===== src/rtl/tpbp_pkg.sv =====
// ----------------------------------------------------------------------------
// tpbp_pkg
// Shared types, constants and helpers of the text to pixel bit packer.
// ----------------------------------------------------------------------------
package tpbp_pkg;

    localparam int MAX_WIDTH   = 2048;
    localparam int MAX_HEIGHT  = 2048;
    localparam int DIM_W       = 12;
    localparam int COL_W       = 11;
    localparam int ROW_W       = 12;
    localparam int ACC_W       = 31;
    localparam int PEND_W      = 5;
    localparam int CHAN_W      = 8;
    localparam int NBITS_W     = 4;
    localparam int CFG_DATA_W  = 12;
    localparam int CFG_INDEX_W = 3;
    localparam int MAX_PIXELS  = 8;
    localparam int PIX_CNT_W   = $clog2(MAX_PIXELS);
    localparam int QUEUE_DEPTH = 4;
    localparam int QPTR_W      = $clog2(QUEUE_DEPTH);
    localparam int QCNT_W      = $clog2(QUEUE_DEPTH + 1);

    // Input operation codes
    typedef enum logic [1:0] {
        OP_DATA  = 2'd0,
        OP_FLUSH = 2'd1,
        OP_FILL  = 2'd2
    } op_t;

    // Configuration register indexes
    typedef enum logic [CFG_INDEX_W-1:0] {
        CFG_DEFAULT_RED   = 3'd0,
        CFG_DEFAULT_GREEN = 3'd1,
        CFG_DEFAULT_BLUE  = 3'd2,
        CFG_RED_BITS      = 3'd3,
        CFG_GREEN_BITS    = 3'd4,
        CFG_BLUE_BITS     = 3'd5,
        CFG_WIDTH         = 3'd6,
        CFG_HEIGHT        = 3'd7
    } cfg_index_t;

    // Configuration as seen by the pixel engine: bit counts saturated,
    // dimensions clamped to 1..MAX
    typedef struct packed {
        logic [CHAN_W-1:0]  default_red;
        logic [CHAN_W-1:0]  default_green;
        logic [CHAN_W-1:0]  default_blue;
        logic [NBITS_W-1:0] red_bits;
        logic [NBITS_W-1:0] green_bits;
        logic [NBITS_W-1:0] blue_bits;
        logic [PEND_W-1:0]  total_bits;
        logic [DIM_W-1:0]   width;
        logic [DIM_W-1:0]   height;
    } cfg_t;

    // Head of the command queue
    typedef struct packed {
        logic              valid;
        op_t               op;
        logic [CHAN_W-1:0] data;
    } queue_head_t;

    function automatic logic [NBITS_W-1:0] chan_sat(input logic [NBITS_W-1:0] b);
        return (b > NBITS_W'(8)) ? NBITS_W'(8) : b;
    endfunction

    function automatic logic [DIM_W-1:0] clamp_dim(input logic [DIM_W-1:0] v,
                                                   input logic [DIM_W-1:0] maxv);
        logic [DIM_W-1:0] r;
        if (v == '0)
            r = DIM_W'(1);
        else if (v > maxv)
            r = maxv;
        else
            r = v;
        return r;
    endfunction

endpackage


===== src/rtl/tpbp_front.sv =====
// ----------------------------------------------------------------------------
// tpbp_front
// Input side: accepts items, drops unknown operations and queues the rest
// for the pixel engine.
// ----------------------------------------------------------------------------
module tpbp_front (
    input  logic                        clk,
    input  logic                        rst_n,
    input  logic                        s_axis_tvalid,
    output logic                        s_axis_tready,
    input  logic [7:0]                  s_axis_tdata,  // [7:0] data_byte
    input  logic [1:0]                  s_axis_tuser,  // [1:0] operation
    output tpbp_pkg::queue_head_t       head,
    input  logic                        pop
);

    tpbp_pkg::op_t                    op_q_reg   [tpbp_pkg::QUEUE_DEPTH];
    logic [tpbp_pkg::CHAN_W-1:0]      data_q_reg [tpbp_pkg::QUEUE_DEPTH];
    logic [tpbp_pkg::QPTR_W-1:0]      wr_ptr_reg, wr_ptr_next;
    logic [tpbp_pkg::QPTR_W-1:0]      rd_ptr_reg, rd_ptr_next;
    logic [tpbp_pkg::QCNT_W-1:0]      count_reg, count_next;
    logic                             known_op;
    logic                             push;
    logic                             do_pop;

    always_comb
    begin
        case (s_axis_tuser)
            tpbp_pkg::OP_DATA,
            tpbp_pkg::OP_FLUSH,
            tpbp_pkg::OP_FILL: known_op = 1'b1;
            default:           known_op = 1'b0;
        endcase
    end

    assign s_axis_tready = (count_reg != tpbp_pkg::QCNT_W'(tpbp_pkg::QUEUE_DEPTH));
    // unknown operations are taken and dropped here
    assign push   = s_axis_tvalid && s_axis_tready && known_op;
    assign do_pop = pop && (count_reg != '0);

    always_comb
    begin
        wr_ptr_next = push   ? wr_ptr_reg + tpbp_pkg::QPTR_W'(1) : wr_ptr_reg;
        rd_ptr_next = do_pop ? rd_ptr_reg + tpbp_pkg::QPTR_W'(1) : rd_ptr_reg;
        count_next  = count_reg;
        if (push && !do_pop)
            count_next = count_reg + tpbp_pkg::QCNT_W'(1);
        else if (!push && do_pop)
            count_next = count_reg - tpbp_pkg::QCNT_W'(1);
    end

    always_ff @(posedge clk or negedge rst_n)
    begin
        if (!rst_n)
        begin
            wr_ptr_reg <= '0;
            rd_ptr_reg <= '0;
            count_reg  <= '0;
        end
        else
        begin
            wr_ptr_reg <= wr_ptr_next;
            rd_ptr_reg <= rd_ptr_next;
            count_reg  <= count_next;
        end
    end

    always_ff @(posedge clk)
    begin
        if (push)
        begin
            op_q_reg[wr_ptr_reg]   <= tpbp_pkg::op_t'(s_axis_tuser);
            data_q_reg[wr_ptr_reg] <= s_axis_tdata;
        end
    end

    assign head.valid = (count_reg != '0);
    assign head.op    = op_q_reg[rd_ptr_reg];
    assign head.data  = data_q_reg[rd_ptr_reg];

endmodule


===== src/rtl/tpbp_back.sv =====
// ----------------------------------------------------------------------------
// tpbp_back
// Pixel engine: appends text bytes to the bit accumulator, cuts pixels out
// of it, tracks the picture position and drives the output register.
// ----------------------------------------------------------------------------
module tpbp_back (
    input  logic                        clk,
    input  logic                        rst_n,
    input  tpbp_pkg::cfg_t              cfg,
    input  tpbp_pkg::queue_head_t       head,
    output logic                        pop,
    output logic                        m_axis_tvalid,
    input  logic                        m_axis_tready,
    // [7:0] blue_value, [15:8] green_value, [23:16] red_value,
    // [34:24] pixel_column, [45:35] stored_row, [47:46] zero
    output logic [47:0]                 m_axis_tdata,
    output logic                        m_axis_tlast,  // last_of_run
    // [0] picture_complete, [1] overflow_error
    output logic [1:0]                  m_axis_tuser
);

    logic [tpbp_pkg::ACC_W-1:0]     acc_reg, acc_next;
    logic [tpbp_pkg::PEND_W-1:0]    pend_reg, pend_next;
    logic [tpbp_pkg::COL_W-1:0]     col_reg, col_next;
    logic [tpbp_pkg::ROW_W-1:0]     row_reg, row_next;
    logic                           busy_reg, busy_next;
    logic [tpbp_pkg::PIX_CNT_W-1:0] cnt_reg, cnt_next;

    logic                         out_valid_reg, out_valid_next;
    logic [tpbp_pkg::CHAN_W-1:0]  out_blue_reg, out_green_reg, out_red_reg;
    logic [tpbp_pkg::COL_W-1:0]   out_col_reg;
    logic [tpbp_pkg::COL_W-1:0]   out_row_reg;
    logic                         out_last_reg, out_cpl_reg, out_ovf_reg;

    logic                         out_ok;
    logic                         start;
    logic                         need;
    logic                         force_ovf;
    logic                         use_data;
    logic                         data_path;
    logic                         flush_clear;
    logic                         emit;
    logic                         more;
    logic                         ovf;
    logic [31:0]                  shifted_byte;
    logic [tpbp_pkg::ACC_W-1:0]   app_acc;
    logic [tpbp_pkg::PEND_W:0]    app_sum;
    logic [tpbp_pkg::PEND_W-1:0]  app_pend;
    logic [tpbp_pkg::ACC_W-1:0]   work_acc;
    logic [tpbp_pkg::PEND_W-1:0]  work_pend;
    logic [tpbp_pkg::PEND_W-1:0]  pend_after;
    logic [tpbp_pkg::ACC_W-1:0]   sh_green, sh_red, rest;
    logic [tpbp_pkg::CHAN_W-1:0]  db, dg, dr;
    logic [tpbp_pkg::PIX_CNT_W:0] cnt_plus;
    logic [tpbp_pkg::DIM_W-1:0]   col_inc;
    logic [tpbp_pkg::ROW_W-1:0]   row_inc;
    logic [tpbp_pkg::ROW_W-1:0]   row_after;
    logic [tpbp_pkg::DIM_W-1:0]   row_stored;

    function automatic logic [tpbp_pkg::CHAN_W-1:0] low_mask(
        input logic [tpbp_pkg::NBITS_W-1:0] n);
        logic [tpbp_pkg::CHAN_W:0] m;
        m = ((tpbp_pkg::CHAN_W+1)'(1) << n) - (tpbp_pkg::CHAN_W+1)'(1);
        return m[tpbp_pkg::CHAN_W-1:0];
    endfunction

    assign out_ok = !out_valid_reg || m_axis_tready;
    assign start  = head.valid && !busy_reg;

    // append the byte above the pending bits
    always_comb
    begin
        shifted_byte = 32'(head.data) << pend_reg;
        app_acc      = (pend_reg < tpbp_pkg::PEND_W'(31))
                     ? (acc_reg | shifted_byte[tpbp_pkg::ACC_W-1:0]) : acc_reg;
        app_sum      = {1'b0, pend_reg} + (tpbp_pkg::PEND_W+1)'(8);
        app_pend     = (app_sum > (tpbp_pkg::PEND_W+1)'(31))
                     ? tpbp_pkg::PEND_W'(31) : app_sum[tpbp_pkg::PEND_W-1:0];
    end

    // classify the work of this cycle
    always_comb
    begin
        need        = 1'b0;
        force_ovf   = 1'b0;
        use_data    = 1'b0;
        data_path   = 1'b0;
        flush_clear = 1'b0;
        work_acc    = acc_reg;
        work_pend   = pend_reg;
        if (busy_reg)
        begin
            need      = 1'b1;
            use_data  = 1'b1;
            data_path = 1'b1;
        end
        else if (head.valid)
        begin
            case (head.op)
                tpbp_pkg::OP_DATA:
                begin
                    if (cfg.total_bits == '0)
                    begin
                        need      = 1'b1;
                        force_ovf = 1'b1;
                    end
                    else
                    begin
                        work_acc  = app_acc;
                        work_pend = app_pend;
                        need      = (app_pend >= cfg.total_bits);
                        use_data  = 1'b1;
                        data_path = 1'b1;
                    end
                end
                tpbp_pkg::OP_FLUSH:
                begin
                    need        = (pend_reg != '0);
                    force_ovf   = (cfg.total_bits == '0);
                    use_data    = (cfg.total_bits != '0);
                    flush_clear = (pend_reg != '0);
                end
                tpbp_pkg::OP_FILL:
                begin
                    need = ({1'b0, row_reg} < {1'b0, cfg.height});
                end
                default:
                begin
                    need = 1'b0;
                end
            endcase
        end
    end

    assign emit = need && out_ok && (busy_reg || head.valid);
    assign pop  = start && (!need || out_ok);

    // cut the channel fields out of the working accumulator
    always_comb
    begin
        sh_green = work_acc >> cfg.blue_bits;
        sh_red   = work_acc >> (tpbp_pkg::PEND_W'(cfg.blue_bits)
                              + tpbp_pkg::PEND_W'(cfg.green_bits));
        rest     = work_acc >> cfg.total_bits;
        db       = use_data ? (work_acc[tpbp_pkg::CHAN_W-1:0] & low_mask(cfg.blue_bits)) : '0;
        dg       = use_data ? (sh_green[tpbp_pkg::CHAN_W-1:0] & low_mask(cfg.green_bits)) : '0;
        dr       = use_data ? (sh_red[tpbp_pkg::CHAN_W-1:0] & low_mask(cfg.red_bits)) : '0;
        pend_after = work_pend - cfg.total_bits;
        cnt_plus   = busy_reg ? ({1'b0, cnt_reg} + (tpbp_pkg::PIX_CNT_W+1)'(1))
                              : (tpbp_pkg::PIX_CNT_W+1)'(1);
        more       = emit && data_path && (pend_after >= cfg.total_bits)
                   && (cnt_plus < (tpbp_pkg::PIX_CNT_W+1)'(tpbp_pkg::MAX_PIXELS));
    end

    // picture position
    always_comb
    begin
        ovf        = force_ovf || ({1'b0, row_reg} >= {1'b0, cfg.height});
        col_inc    = {1'b0, col_reg} + tpbp_pkg::DIM_W'(1);
        row_inc    = row_reg + tpbp_pkg::ROW_W'(1);
        row_stored = cfg.height - tpbp_pkg::DIM_W'(1) - row_reg;
        if (col_inc >= cfg.width)
        begin
            col_next  = '0;
            row_after = row_inc;
        end
        else
        begin
            col_next  = col_inc[tpbp_pkg::COL_W-1:0];
            row_after = row_reg;
        end
        row_next = row_reg;
        if (!(emit && !ovf))
            col_next = col_reg;
        else
            row_next = row_after;
    end

    always_comb
    begin
        acc_next  = acc_reg;
        pend_next = pend_reg;
        busy_next = busy_reg;
        cnt_next  = cnt_reg;
        if (emit || pop)
        begin
            if (data_path)
            begin
                acc_next  = emit ? rest : work_acc;
                pend_next = emit ? pend_after : work_pend;
            end
            else if (flush_clear)
            begin
                acc_next  = '0;
                pend_next = '0;
            end
            busy_next = more;
            cnt_next  = more ? cnt_plus[tpbp_pkg::PIX_CNT_W-1:0] : '0;
        end
        out_valid_next = emit ? 1'b1 : (m_axis_tready ? 1'b0 : out_valid_reg);
    end

    always_ff @(posedge clk or negedge rst_n)
    begin
        if (!rst_n)
        begin
            acc_reg       <= '0;
            pend_reg      <= '0;
            col_reg       <= '0;
            row_reg       <= '0;
            busy_reg      <= 1'b0;
            cnt_reg       <= '0;
            out_valid_reg <= 1'b0;
        end
        else
        begin
            acc_reg       <= acc_next;
            pend_reg      <= pend_next;
            col_reg       <= col_next;
            row_reg       <= row_next;
            busy_reg      <= busy_next;
            cnt_reg       <= cnt_next;
            out_valid_reg <= out_valid_next;
        end
    end

    always_ff @(posedge clk)
    begin
        if (emit)
        begin
            out_blue_reg  <= cfg.default_blue + db;
            out_green_reg <= cfg.default_green + dg;
            out_red_reg   <= cfg.default_red + dr;
            out_col_reg   <= ovf ? '0 : col_reg;
            out_row_reg   <= ovf ? '0 : row_stored[tpbp_pkg::COL_W-1:0];
            out_cpl_reg   <= ovf ? 1'b0 : ({1'b0, row_after} >= {1'b0, cfg.height});
            out_ovf_reg   <= ovf;
            out_last_reg  <= !more;
        end
    end

    assign m_axis_tvalid = out_valid_reg;
    assign m_axis_tdata  = {2'b00, out_row_reg, out_col_reg,
                            out_red_reg, out_green_reg, out_blue_reg};
    assign m_axis_tlast  = out_last_reg;
    assign m_axis_tuser  = {out_ovf_reg, out_cpl_reg};

`ifndef ASSERT_OFF
    a_busy_after_pixel: assert property (@(posedge clk) disable iff (!rst_n)
        busy_reg |-> cnt_reg != '0)
        else $error("engine busy without a pixel emitted for the item");

    a_ovf_fields_zero: assert property (@(posedge clk) disable iff (!rst_n)
        (out_valid_reg && out_ovf_reg) |->
            (out_col_reg == '0 && out_row_reg == '0 && !out_cpl_reg))
        else $error("overflow pixel carries a position");

    a_flush_clears: assert property (@(posedge clk) disable iff (!rst_n)
        (pop && head.op == tpbp_pkg::OP_FLUSH) |=> pend_reg == '0)
        else $error("pending bits left after flush");

    a_ovf_holds_position: assert property (@(posedge clk) disable iff (!rst_n)
        (emit && ovf) |=> ($stable(col_reg) && $stable(row_reg)))
        else $error("picture position moved on an overflow pixel");
`endif

endmodule


===== src/rtl/text_to_pixel_bit_packer_unit.sv =====
// Text to pixel bit packer. Text bytes enter on the slave stream (operation in
// tuser: data byte, end-of-text flush, or fill one default pixel); pixels leave
// on the master stream, one transaction per pixel, tlast on the last pixel of
// each input item. The engine takes a new item every cycle while the output is
// not stalled; an item yielding more than one pixel keeps it busy, cutting one
// pixel per cycle out of its bit accumulator while the output accepts them. A
// four-entry command queue sits in front of the engine and a registered output
// stage behind it. Configuration is written through cfg_we/cfg_index/cfg_data;
// the user must write it only while the block is idle (not enforced by the
// block); bit counts saturate to 8 and picture dimensions clamp to 1..2048 when written.
// ----------------------------------------------------------------------------
// text_to_pixel_bit_packer_unit
// Top level: configuration registers, input queue and pixel engine.
// ----------------------------------------------------------------------------
module text_to_pixel_bit_packer_unit (
    input  logic        clk,
    input  logic        rst_n,
    input  logic        cfg_we,
    input  logic [2:0]  cfg_index,
    input  logic [11:0] cfg_data,
    input  logic        s_axis_tvalid,
    output logic        s_axis_tready,
    input  logic [7:0]  s_axis_tdata,   // [7:0] data_byte
    input  logic [1:0]  s_axis_tuser,   // [1:0] operation
    output logic        m_axis_tvalid,
    input  logic        m_axis_tready,
    // [7:0] blue_value, [15:8] green_value, [23:16] red_value,
    // [34:24] pixel_column, [45:35] stored_row, [47:46] zero
    output logic [47:0] m_axis_tdata,
    output logic        m_axis_tlast,   // last_of_run
    output logic [1:0]  m_axis_tuser    // [0] picture_complete, [1] overflow_error
);

    logic [tpbp_pkg::CHAN_W-1:0]  def_red_reg, def_green_reg, def_blue_reg;
    logic [tpbp_pkg::NBITS_W-1:0] red_bits_reg, green_bits_reg, blue_bits_reg;
    logic [tpbp_pkg::DIM_W-1:0]   width_reg, height_reg;
    tpbp_pkg::cfg_t               cfg;
    tpbp_pkg::queue_head_t        head;
    logic                         pop;

    always_ff @(posedge clk or negedge rst_n)
    begin
        if (!rst_n)
        begin
            def_red_reg    <= 8'd255;
            def_green_reg  <= 8'd0;
            def_blue_reg   <= 8'd0;
            red_bits_reg   <= 4'd0;
            green_bits_reg <= 4'd8;
            blue_bits_reg  <= 4'd8;
            width_reg      <= 12'd1;
            height_reg     <= 12'd1;
        end
        else if (cfg_we)
        begin
            case (tpbp_pkg::cfg_index_t'(cfg_index))
                tpbp_pkg::CFG_DEFAULT_RED:   def_red_reg   <= cfg_data[7:0];
                tpbp_pkg::CFG_DEFAULT_GREEN: def_green_reg <= cfg_data[7:0];
                tpbp_pkg::CFG_DEFAULT_BLUE:  def_blue_reg  <= cfg_data[7:0];
                tpbp_pkg::CFG_RED_BITS:
                    red_bits_reg <= tpbp_pkg::chan_sat(cfg_data[3:0]);
                tpbp_pkg::CFG_GREEN_BITS:
                    green_bits_reg <= tpbp_pkg::chan_sat(cfg_data[3:0]);
                tpbp_pkg::CFG_BLUE_BITS:
                    blue_bits_reg <= tpbp_pkg::chan_sat(cfg_data[3:0]);
                tpbp_pkg::CFG_WIDTH:
                    width_reg <= tpbp_pkg::clamp_dim(cfg_data,
                                     tpbp_pkg::DIM_W'(tpbp_pkg::MAX_WIDTH));
                tpbp_pkg::CFG_HEIGHT:
                    height_reg <= tpbp_pkg::clamp_dim(cfg_data,
                                      tpbp_pkg::DIM_W'(tpbp_pkg::MAX_HEIGHT));
                default:
                begin
                    def_red_reg <= def_red_reg;
                end
            endcase
        end
    end

    always_comb
    begin
        cfg.default_red   = def_red_reg;
        cfg.default_green = def_green_reg;
        cfg.default_blue  = def_blue_reg;
        cfg.red_bits      = red_bits_reg;
        cfg.green_bits    = green_bits_reg;
        cfg.blue_bits     = blue_bits_reg;
        cfg.total_bits    = tpbp_pkg::PEND_W'(red_bits_reg)
                          + tpbp_pkg::PEND_W'(green_bits_reg)
                          + tpbp_pkg::PEND_W'(blue_bits_reg);
        cfg.width         = width_reg;
        cfg.height        = height_reg;
    end

    tpbp_front u_front (
        .clk           (clk),
        .rst_n         (rst_n),
        .s_axis_tvalid (s_axis_tvalid),
        .s_axis_tready (s_axis_tready),
        .s_axis_tdata  (s_axis_tdata),
        .s_axis_tuser  (s_axis_tuser),
        .head          (head),
        .pop           (pop)
    );

    tpbp_back u_back (
        .clk           (clk),
        .rst_n         (rst_n),
        .cfg           (cfg),
        .head          (head),
        .pop           (pop),
        .m_axis_tvalid (m_axis_tvalid),
        .m_axis_tready (m_axis_tready),
        .m_axis_tdata  (m_axis_tdata),
        .m_axis_tlast  (m_axis_tlast),
        .m_axis_tuser  (m_axis_tuser)
    );

endmodule

===== config.mk =====
export PLATFORM = sky130hd
export DESIGN_NAME = text_to_pixel_bit_packer_unit
export DESIGN_NICKNAME = d
export VERILOG_FILES = /design/src/rtl/tpbp_pkg.sv /design/src/rtl/tpbp_front.sv /design/src/rtl/tpbp_back.sv /design/src/rtl/text_to_pixel_bit_packer_unit.sv
export SDC_FILE = /design/constraint.sdc
export NUM_CORES = 1
export LEC_CHECK = 0
export BUFFER_PORTS_ARGS = -buffer_cell sky130_fd_sc_hd__buf_2
export CORE_MARGIN = 5
export CORE_UTILIZATION = 42
export DETAILED_ROUTE_END_ITERATION = 16
export SYNTH_ARGS = -nofsm -noshare
export SYNTH_HDL_FRONTEND = slang
export SYNTH_SLANG_ARGS = --single-unit

===== constraint.sdc =====
create_clock -name clk -period 8.5 [get_ports clk]
set_input_delay 0.85 -clock clk [delete_from_list [all_inputs] [get_ports clk]]
set_output_delay 0.85 -clock clk [all_outputs]
set_load 0.02 [all_outputs]

Word level (Yosys, flattened, before mapping). Memories as Yosys holds them, arrays and structs flattened. Cells that the tools add are included.

Memories: 2. RAM bits: 40. Output and inout port bits: 53. Register bits: 180. Input bits: 30. Logic and storage cells: 179.

Reduce and logical (&&, ||, !) cells: 46. Order comparisons: 11. Bitwise logic cells: 4. Eq/ne operators: 12. Muxes and demuxes: 51. Add/sub/neg operators: 20. Shift operators: 7.

Memory list: u_front.data_q_reg (words 4, bits a word 8, read ports 1, clocked after Yosys merged registers in 0, write ports 1, RTL line tpbp_front.sv:18) `logic [tpbp_pkg::CHAN_W-1:0] data_q_reg [tpbp_pkg::QUEUE_DEPTH];`; u_front.op_q_reg (words 4, bits a word 2, read ports 1, clocked after Yosys merged registers in 0, write ports 1, RTL line tpbp_front.sv:17) `tpbp_pkg::op_t op_q_reg [tpbp_pkg::QUEUE_DEPTH];`.

Operators with widths (number): 2-to-1 mux 31 bit (8); 2-to-1 mux 5 bit (8); greater-or-equal comparator 12 bit (3); 2-to-1 mux 12 bit (3); bitwise OR 31 bit (1); << shifter 8 x 5 -> 31 bit (1); >> shifter 31 x 4 -> 8 bit (1); >> shifter 31 x 5 -> 31 bit (1); >> shifter 31 x 5 -> 8 bit (1); adder 8 bit (3); bitwise AND 8 bit (3); 2-to-1 mux 8 bit (3); << shifter 1 x 4 -> 8 bit, first input constant (3); subtractor 8 x 2 -> 8 bit, second input constant (3); 2-to-1 mux 1 bit (20); AND reduction 2 bit (9); logical AND 1 bit (13); adder 11 x 1 -> 12 bit, second input constant (1); adder 12 x 1 -> 12 bit, second input constant (1); == test 3 bit, second input constant (4); > comparator 12 bit, second input constant (1); zero test 12 bit (1); < comparator 12 bit (1); 2-to-1 mux 11 bit (1); 33 further kinds (57).

Logic depth before layout (Yosys ltp).
Depth in word-level cells: 15. Gate-level depth with buffers: 26. Gate-level depth less buffers: 24.

Cells and area by module. From an unflattened synthesis, not the netlist that was laid out.

Cells, all modules: 1757. Area, all modules: 17006.3 um^2.

By module, submodules not included: tpbp_back (instances 1, cells each 1459, area an instance 12540.8 um^2, sequential area each 3072.9 um^2); text_to_pixel_bit_packer_unit (instances 1, cells each 210, area an instance 2602.5 um^2, sequential area each 1516.5 um^2); tpbp_front (instances 1, cells each 88, area an instance 1863.0 um^2, sequential area each 1376.3 um^2).

Worst setup path after synthesis. OpenSTA, ideal clock, no wires.

Path type: flip-flop to flip-flop. Start: register blue_bits_reg[1] in the netlist's numbering. End: register u_back.out_red_reg[7] in the netlist's numbering (data pin). Period minus slack after synthesis: 5.828 ns. Slack: 2.672 ns. Path buffers: 3. Required time: 8.240 ns. Cell stages (with the launch flop): 26. Library setup time: 0.260 ns. Arrival: 5.568 ns. Path through: dfrtp_1 > fa_1 > ha_1 > fa_1 > xor2_1 > buf_4 > inv_1 > and4_1 > or2_2 > buf_2 > nor3_2 > buf_4 > o21ai_1 > and2_1 > mux4_2 > a211oi_1 > o31a_1 > ha_1 > a21o_1 > a21oi_1 > o21bai_1 > a21oi_1 > o21bai_1 > a21oi_1 > xor2_1 > xnor2_1.

Word-level cells in the longest chain between the ends: 10. Elaborated cells between the ends (all ways): 16. Classes of those cells: add/sub (3); shift (1); mux (9); bitwise (1); reduce/logical (2).

RTL lines: start, declared (RTL line text_to_pixel_bit_packer_unit.sv:35) `logic [tpbp_pkg::NBITS_W-1:0] red_bits_reg, green_bits_reg, blue_bits_reg;`; start signal, assigned (RTL line text_to_pixel_bit_packer_unit.sv:65) `blue_bits_reg <= tpbp_pkg::chan_sat(cfg_data[3:0]);`; adder 5 x 4 -> 5 bit (RTL line text_to_pixel_bit_packer_unit.sv:90) `+ tpbp_pkg::PEND_W'(blue_bits_reg);`; zero test 5 bit (RTL line tpbp_back.sv:102) `if (cfg.total_bits == '0)`; 2-to-1 mux 31 bit (RTL line tpbp_back.sv:102); 2-to-1 mux 31 bit (RTL line tpbp_back.sv:99) `case (head.op)`; 2-to-1 mux 31 bit (RTL line tpbp_back.sv:97) `else if (head.valid)`; 2-to-1 mux 31 bit (RTL line tpbp_back.sv:91) `if (busy_reg)`; >> shifter 31 x 5 -> 8 bit (RTL line tpbp_back.sv:142) `sh_red = work_acc >> (tpbp_pkg::PEND_W'(cfg.blue_bits)`; bitwise AND 8 bit (RTL line tpbp_back.sv:147) `dr = use_data ? (sh_red[tpbp_pkg::CHAN_W-1:0] & low_mask(cfg.red_bits)) : '0;`; 2-to-1 mux 8 bit * (RTL line tpbp_back.sv:147); adder 8 bit * (RTL line tpbp_back.sv:233) `out_red_reg <= cfg.default_red + dr;`; end signal, assigned (RTL line tpbp_back.sv:233); end, declared (RTL line tpbp_back.sv:30) `logic [tpbp_pkg::CHAN_W-1:0] out_blue_reg, out_green_reg, out_red_reg;`.

Every way passes the cells marked *; elsewhere a longest branch is shown, timed or not. A chain may end at the register's enable or synchronous reset.

Final worst setup path. Ends and elaborated chain as after synthesis.

==> impl_metrics.xml <==
<?xml version="1.0" encoding="UTF-8"?>
<metrics>
  <group name="outcome">
    <metric name="run_status" unit="">finished, final reports clean</metric>
  </group>
  <group name="yosys">
    <metric name="synth_top_area_share" unit="%">17.3</metric>
    <metric name="synth_largest_area_cell" unit="">dfrtp_1</metric>
    <metric name="synth_cell_type_count" unit="">88</metric>
    <metric name="ys.flop_type" unit="">dfrtp_1</metric>
    <metric name="postSynthAreaPerCell" unit="µm²">9.45</metric>
    <metric name="netlist_top_cells_count" unit="">175 x nand2_1, 124 x nor2_1, 119 x dfrtp_1</metric>
    <metric name="synth-warning-count" unit="">0</metric>
    <metric name="seq_area_frac_synth" unit="%">34.7</metric>
    <metric name="synthTopCellsByArea" unit="">dfrtp_1 17%, edfxtp_1 16%, ha_1 7.2%, mux4_2 5.6%, mux2i_1 4.4%</metric>
    <metric name="yosysMostFrequentCell" unit="">nand2_1</metric>
    <metric name="netlist_area" unit="µm²">17200</metric>
    <metric name="syn_inst" unit="">1818</metric>
    <metric name="synth_enable_flop_cells" unit="">89</metric>
    <metric name="synth-async-reset-ratio" unit="%">59.5</metric>
    <metric name="synth-seq-cells" unit="">220</metric>
  </group>
  <group name="cts">
    <metric name="clk_root_buffer_cell" unit="">clkbuf_16</metric>
    <metric name="clk_path_buf_depth" unit="">3</metric>
    <metric name="numCtsBuffers" unit="">27</metric>
    <metric name="post-cts-setup-buffer-count" unit="">0</metric>
    <metric name="clk_latency" unit="ns">0.57</metric>
    <metric name="cts.reportedPaths.clkPinSlew" unit="ns">0.06</metric>
    <metric name="htreeDepth" unit="">1</metric>
    <metric name="cts_tree" unit="">yes</metric>
    <metric name="cts_sinks" unit="">220</metric>
    <metric name="cts_hold_repair.buffers" unit="">0</metric>
    <metric name="post_cts_resized" unit="">0</metric>
  </group>
  <group name="route">
    <metric name="route.detailed.drc" unit="">0</metric>
    <metric name="topRoutingLayerUsed" unit="">met4</metric>
    <metric name="drc_marker_count_from_the_first_detailed_route_iteration" unit="">1550</metric>
    <metric name="detailroute.via_count" unit="">14600</metric>
    <metric name="length_of_routed_wiring_on_met1" unit="µm">24100</metric>
    <metric name="met3WireLength" unit="µm">3790</metric>
    <metric name="wl_per_cell" unit="µm">22.7</metric>
    <metric name="routed_via_density" unit="">6.06</metric>
    <metric name="dr.pass1.iters" unit="">6</metric>
    <metric name="routed_wl" unit="µm">54800</metric>
    <metric name="met2_wirelength_from_detailed_routing" unit="µm">24800</metric>
    <metric name="route.antenna.remaining_nets" unit="">0</metric>
  </group>
  <group name="die">
    <metric name="dieArea" unit="µm²">45000</metric>
    <metric name="die_h" unit="µm">212</metric>
    <metric name="fp.coreArea" unit="µm²">40600</metric>
    <metric name="rows" unit="">74</metric>
    <metric name="floorplan.io_pins" unit="">83</metric>
    <metric name="initial_core_util" unit="%">42.3</metric>
    <metric name="fp.dieW" unit="µm">212</metric>
  </group>
  <group name="timing">
    <metric name="final.setup.tns" unit="ns">0</metric>
    <metric name="fin_crit_share" unit="%">84.4</metric>
    <metric name="hold_violations" unit="">0</metric>
    <metric name="final-max-slew-violation-count" unit="">0</metric>
    <metric name="crit_path_setup_slack_layout" unit="ns">1.33</metric>
    <metric name="timing.clock.skew" unit="ns">0.0181</metric>
    <metric name="timing.final.crit_period" unit="ns">7.17</metric>
    <metric name="grt_setup_unrepaired" unit="">no</metric>
    <metric name="timing.max_slew.rel_slack" unit="%">23.9</metric>
    <metric name="timing_worst_slew_pin_value" unit="ns">1.13</metric>
    <metric name="achievable-frequency" unit="MHz">139</metric>
    <metric name="hold_slack" unit="ns">0.314</metric>
    <metric name="finalSetupViolations" unit="">0</metric>
  </group>
  <group name="critical_path">
    <metric name="rr_worst_depth" unit="">26</metric>
    <metric name="worstPathArrival" unit="ns">7.48</metric>
    <metric name="critical_path.max_fanout" unit="">33</metric>
    <metric name="criticalPathCategory" unit="">register to register</metric>
    <metric name="worst-endpoint-required" unit="ns">8.81</metric>
    <metric name="critical_path.endpoint_type" unit="">register</metric>
    <metric name="cp_launch_type" unit="">register</metric>
    <metric name="setup.reg_to_reg.worst_slack" unit="ns">1.33</metric>
  </group>
  <group name="global_route">
    <metric name="aggregate_global_route_resource_usage" unit="%">23.8</metric>
    <metric name="first_global_vias" unit="">14200</metric>
    <metric name="pin_count_of_the_biggest_net_entering_global_routing" unit="">70</metric>
    <metric name="grt_first_pass_wirelength" unit="µm">84900</metric>
    <metric name="antenna_found_initial" unit="">0</metric>
    <metric name="gr-total-overflow" unit="">0</metric>
  </group>
  <group name="cells_and_area">
    <metric name="largest_register_ffs" unit="">32</metric>
    <metric name="diodes" unit="">0</metric>
    <metric name="ff_latch_area" unit="µm²">5970</metric>
    <metric name="post-route-util" unit="%">46.9</metric>
    <metric name="drive_gt1_share" unit="%">16.6</metric>
    <metric name="area_taken_by_multi_input_logic_gates" unit="µm²">10400</metric>
    <metric name="nFillCells" unit="">3842</metric>
    <metric name="final_net_count" unit="">1999</metric>
    <metric name="area_growth_syn_to_layout" unit="%">10.9</metric>
  </group>
  <group name="pwr">
    <metric name="power_leakage" unit="µW">0.00796</metric>
    <metric name="power_total" unit="µW">8170</metric>
    <metric name="ir_worst_vdd" unit="mV">0.215</metric>
    <metric name="pwr_density_cell" unit="nW/µm²">429</metric>
  </group>
  <group name="placed_design">
    <metric name="dp.final_hpwl" unit="µm">40700</metric>
    <metric name="pre_cts_ws" unit="ns">1.42</metric>
    <metric name="io_buffer_count" unit="">80</metric>
    <metric name="gp_congestion" unit="">0.982</metric>
  </group>
  <group name="hold_path">
    <metric name="min_path_type" unit="">input pin to async pin</metric>
  </group>
  <group name="flow_run">
    <metric name="max_cap_viol_count" unit="">0</metric>
  </group>
</metrics>
cell usage in the layout (no fill, tap or decap), drive strengths merged, types with 10 or more instances in the layout:
master    n
and2     23
edfxtp   89
a21o     39
ha       99
inv      95
o31ai    10
a22o     16
o22ai    16
nor4     13
clkinv   16
clkbuf   30
xnor2    60
fa       12
a211oi   15
xor2     22
o21bai   19
mux2     55
dfrtp   119
nand3    39
a31oi    15
nor2    125
or2      15
nor3     45
mux4     43
dfstp    12
o211ai   24
a21oi   100
o21ai   121
nand2b   34
nand2   175
buf     126
a22oi    14
mux2i    78
or3      12
cell families (layout without fill, tap and decap cells):
logic type	Yosys count	after routing	synth area share (%)
buffers and inverters	212	272	4.90
muxes	176	176	13.9
xor gates and xnor gates	82	82	4.18
adders and majority gates	111	111	8.61
DFF	220	220	34.7
and+or+nand+nor	520	520	14.4
other	1	2	0.0218
AOI/OAI and AO/OA	496	496	19.3
layer usage:
layer  track usage (%)  up-vias
li1                  -     6801
met5                 0        -
met1              33.7     7116
met2              37.5      563
met3              3.63      127
met4              8.25        0
power by group:
part / switching [µW] / internal, µW
clock: 487 / 714
combinational: 3350 / 1830
sequential: 264 / 1530
total: 4100 / 4070
critical path, cell delays in order, from the launching register on:
cell and delay, ns:
dfrtp_1 0.32, buf_4 0.35, fa_1 0.46, ha_1 0.24, fa_1 0.39, xor2_1 0.16, buf_4 0.30, inv_1 0.07
buf_4 0.24, and4_1 0.24, or2_2 0.41, nor2_1 0.62, a21oi_1 0.47, mux2_2 0.43, mux2i_1 0.19, o21ai_0 0.12
nor2_1 0.15, o31a_1 0.19, ha_1 0.24, a21o_1 0.18, a21oi_1 0.21, o21bai_1 0.10, a21oi_1 0.24, o21bai_1 0.10
a21oi_1 0.18, xor2_1 0.20, xnor2_1 0.09
path summary, 6_finish.rpt:
path | start | end
max in group asynchronous | rst_n | u_back.acc_reg[17]
hold / removal | rst_n | u_back.row_reg[0]
min in group clk | width_reg[0] | width_reg[0]
hold reg to reg | width_reg[0] | width_reg[0]
setup / recovery | blue_bits_reg[1] | u_back.out_red_reg[7]
setup reg to reg | blue_bits_reg[1] | u_back.out_red_reg[7]
stage by stage:
stage | instances | area, µm²
6_report | 2411 | 19100
5_1_grt | 2411 | 19100
4_1_cts | 2411 | 19100
3_5_place_dp | 2361 | 18100
3_3_place_gp | 2361 | 18100
2_1_floorplan | 1819 | 17200
cell type report:
| cell class | instances | area share [%] |
|---|---|---|
| Clock buffer | 30 | 3.66 |
| Timing Repair Buffer | 126 | 3.95 |
| Inverter | 96 | 1.89 |
| Clock inverter | 20 | 1.14 |
| Tap cell | 532 | 3.49 |
| Multi-Input combinational cell | 1387 | 54.6 |
| Sequential cell | 220 | 31.3 |
Power figures use the tool's default switching activity.
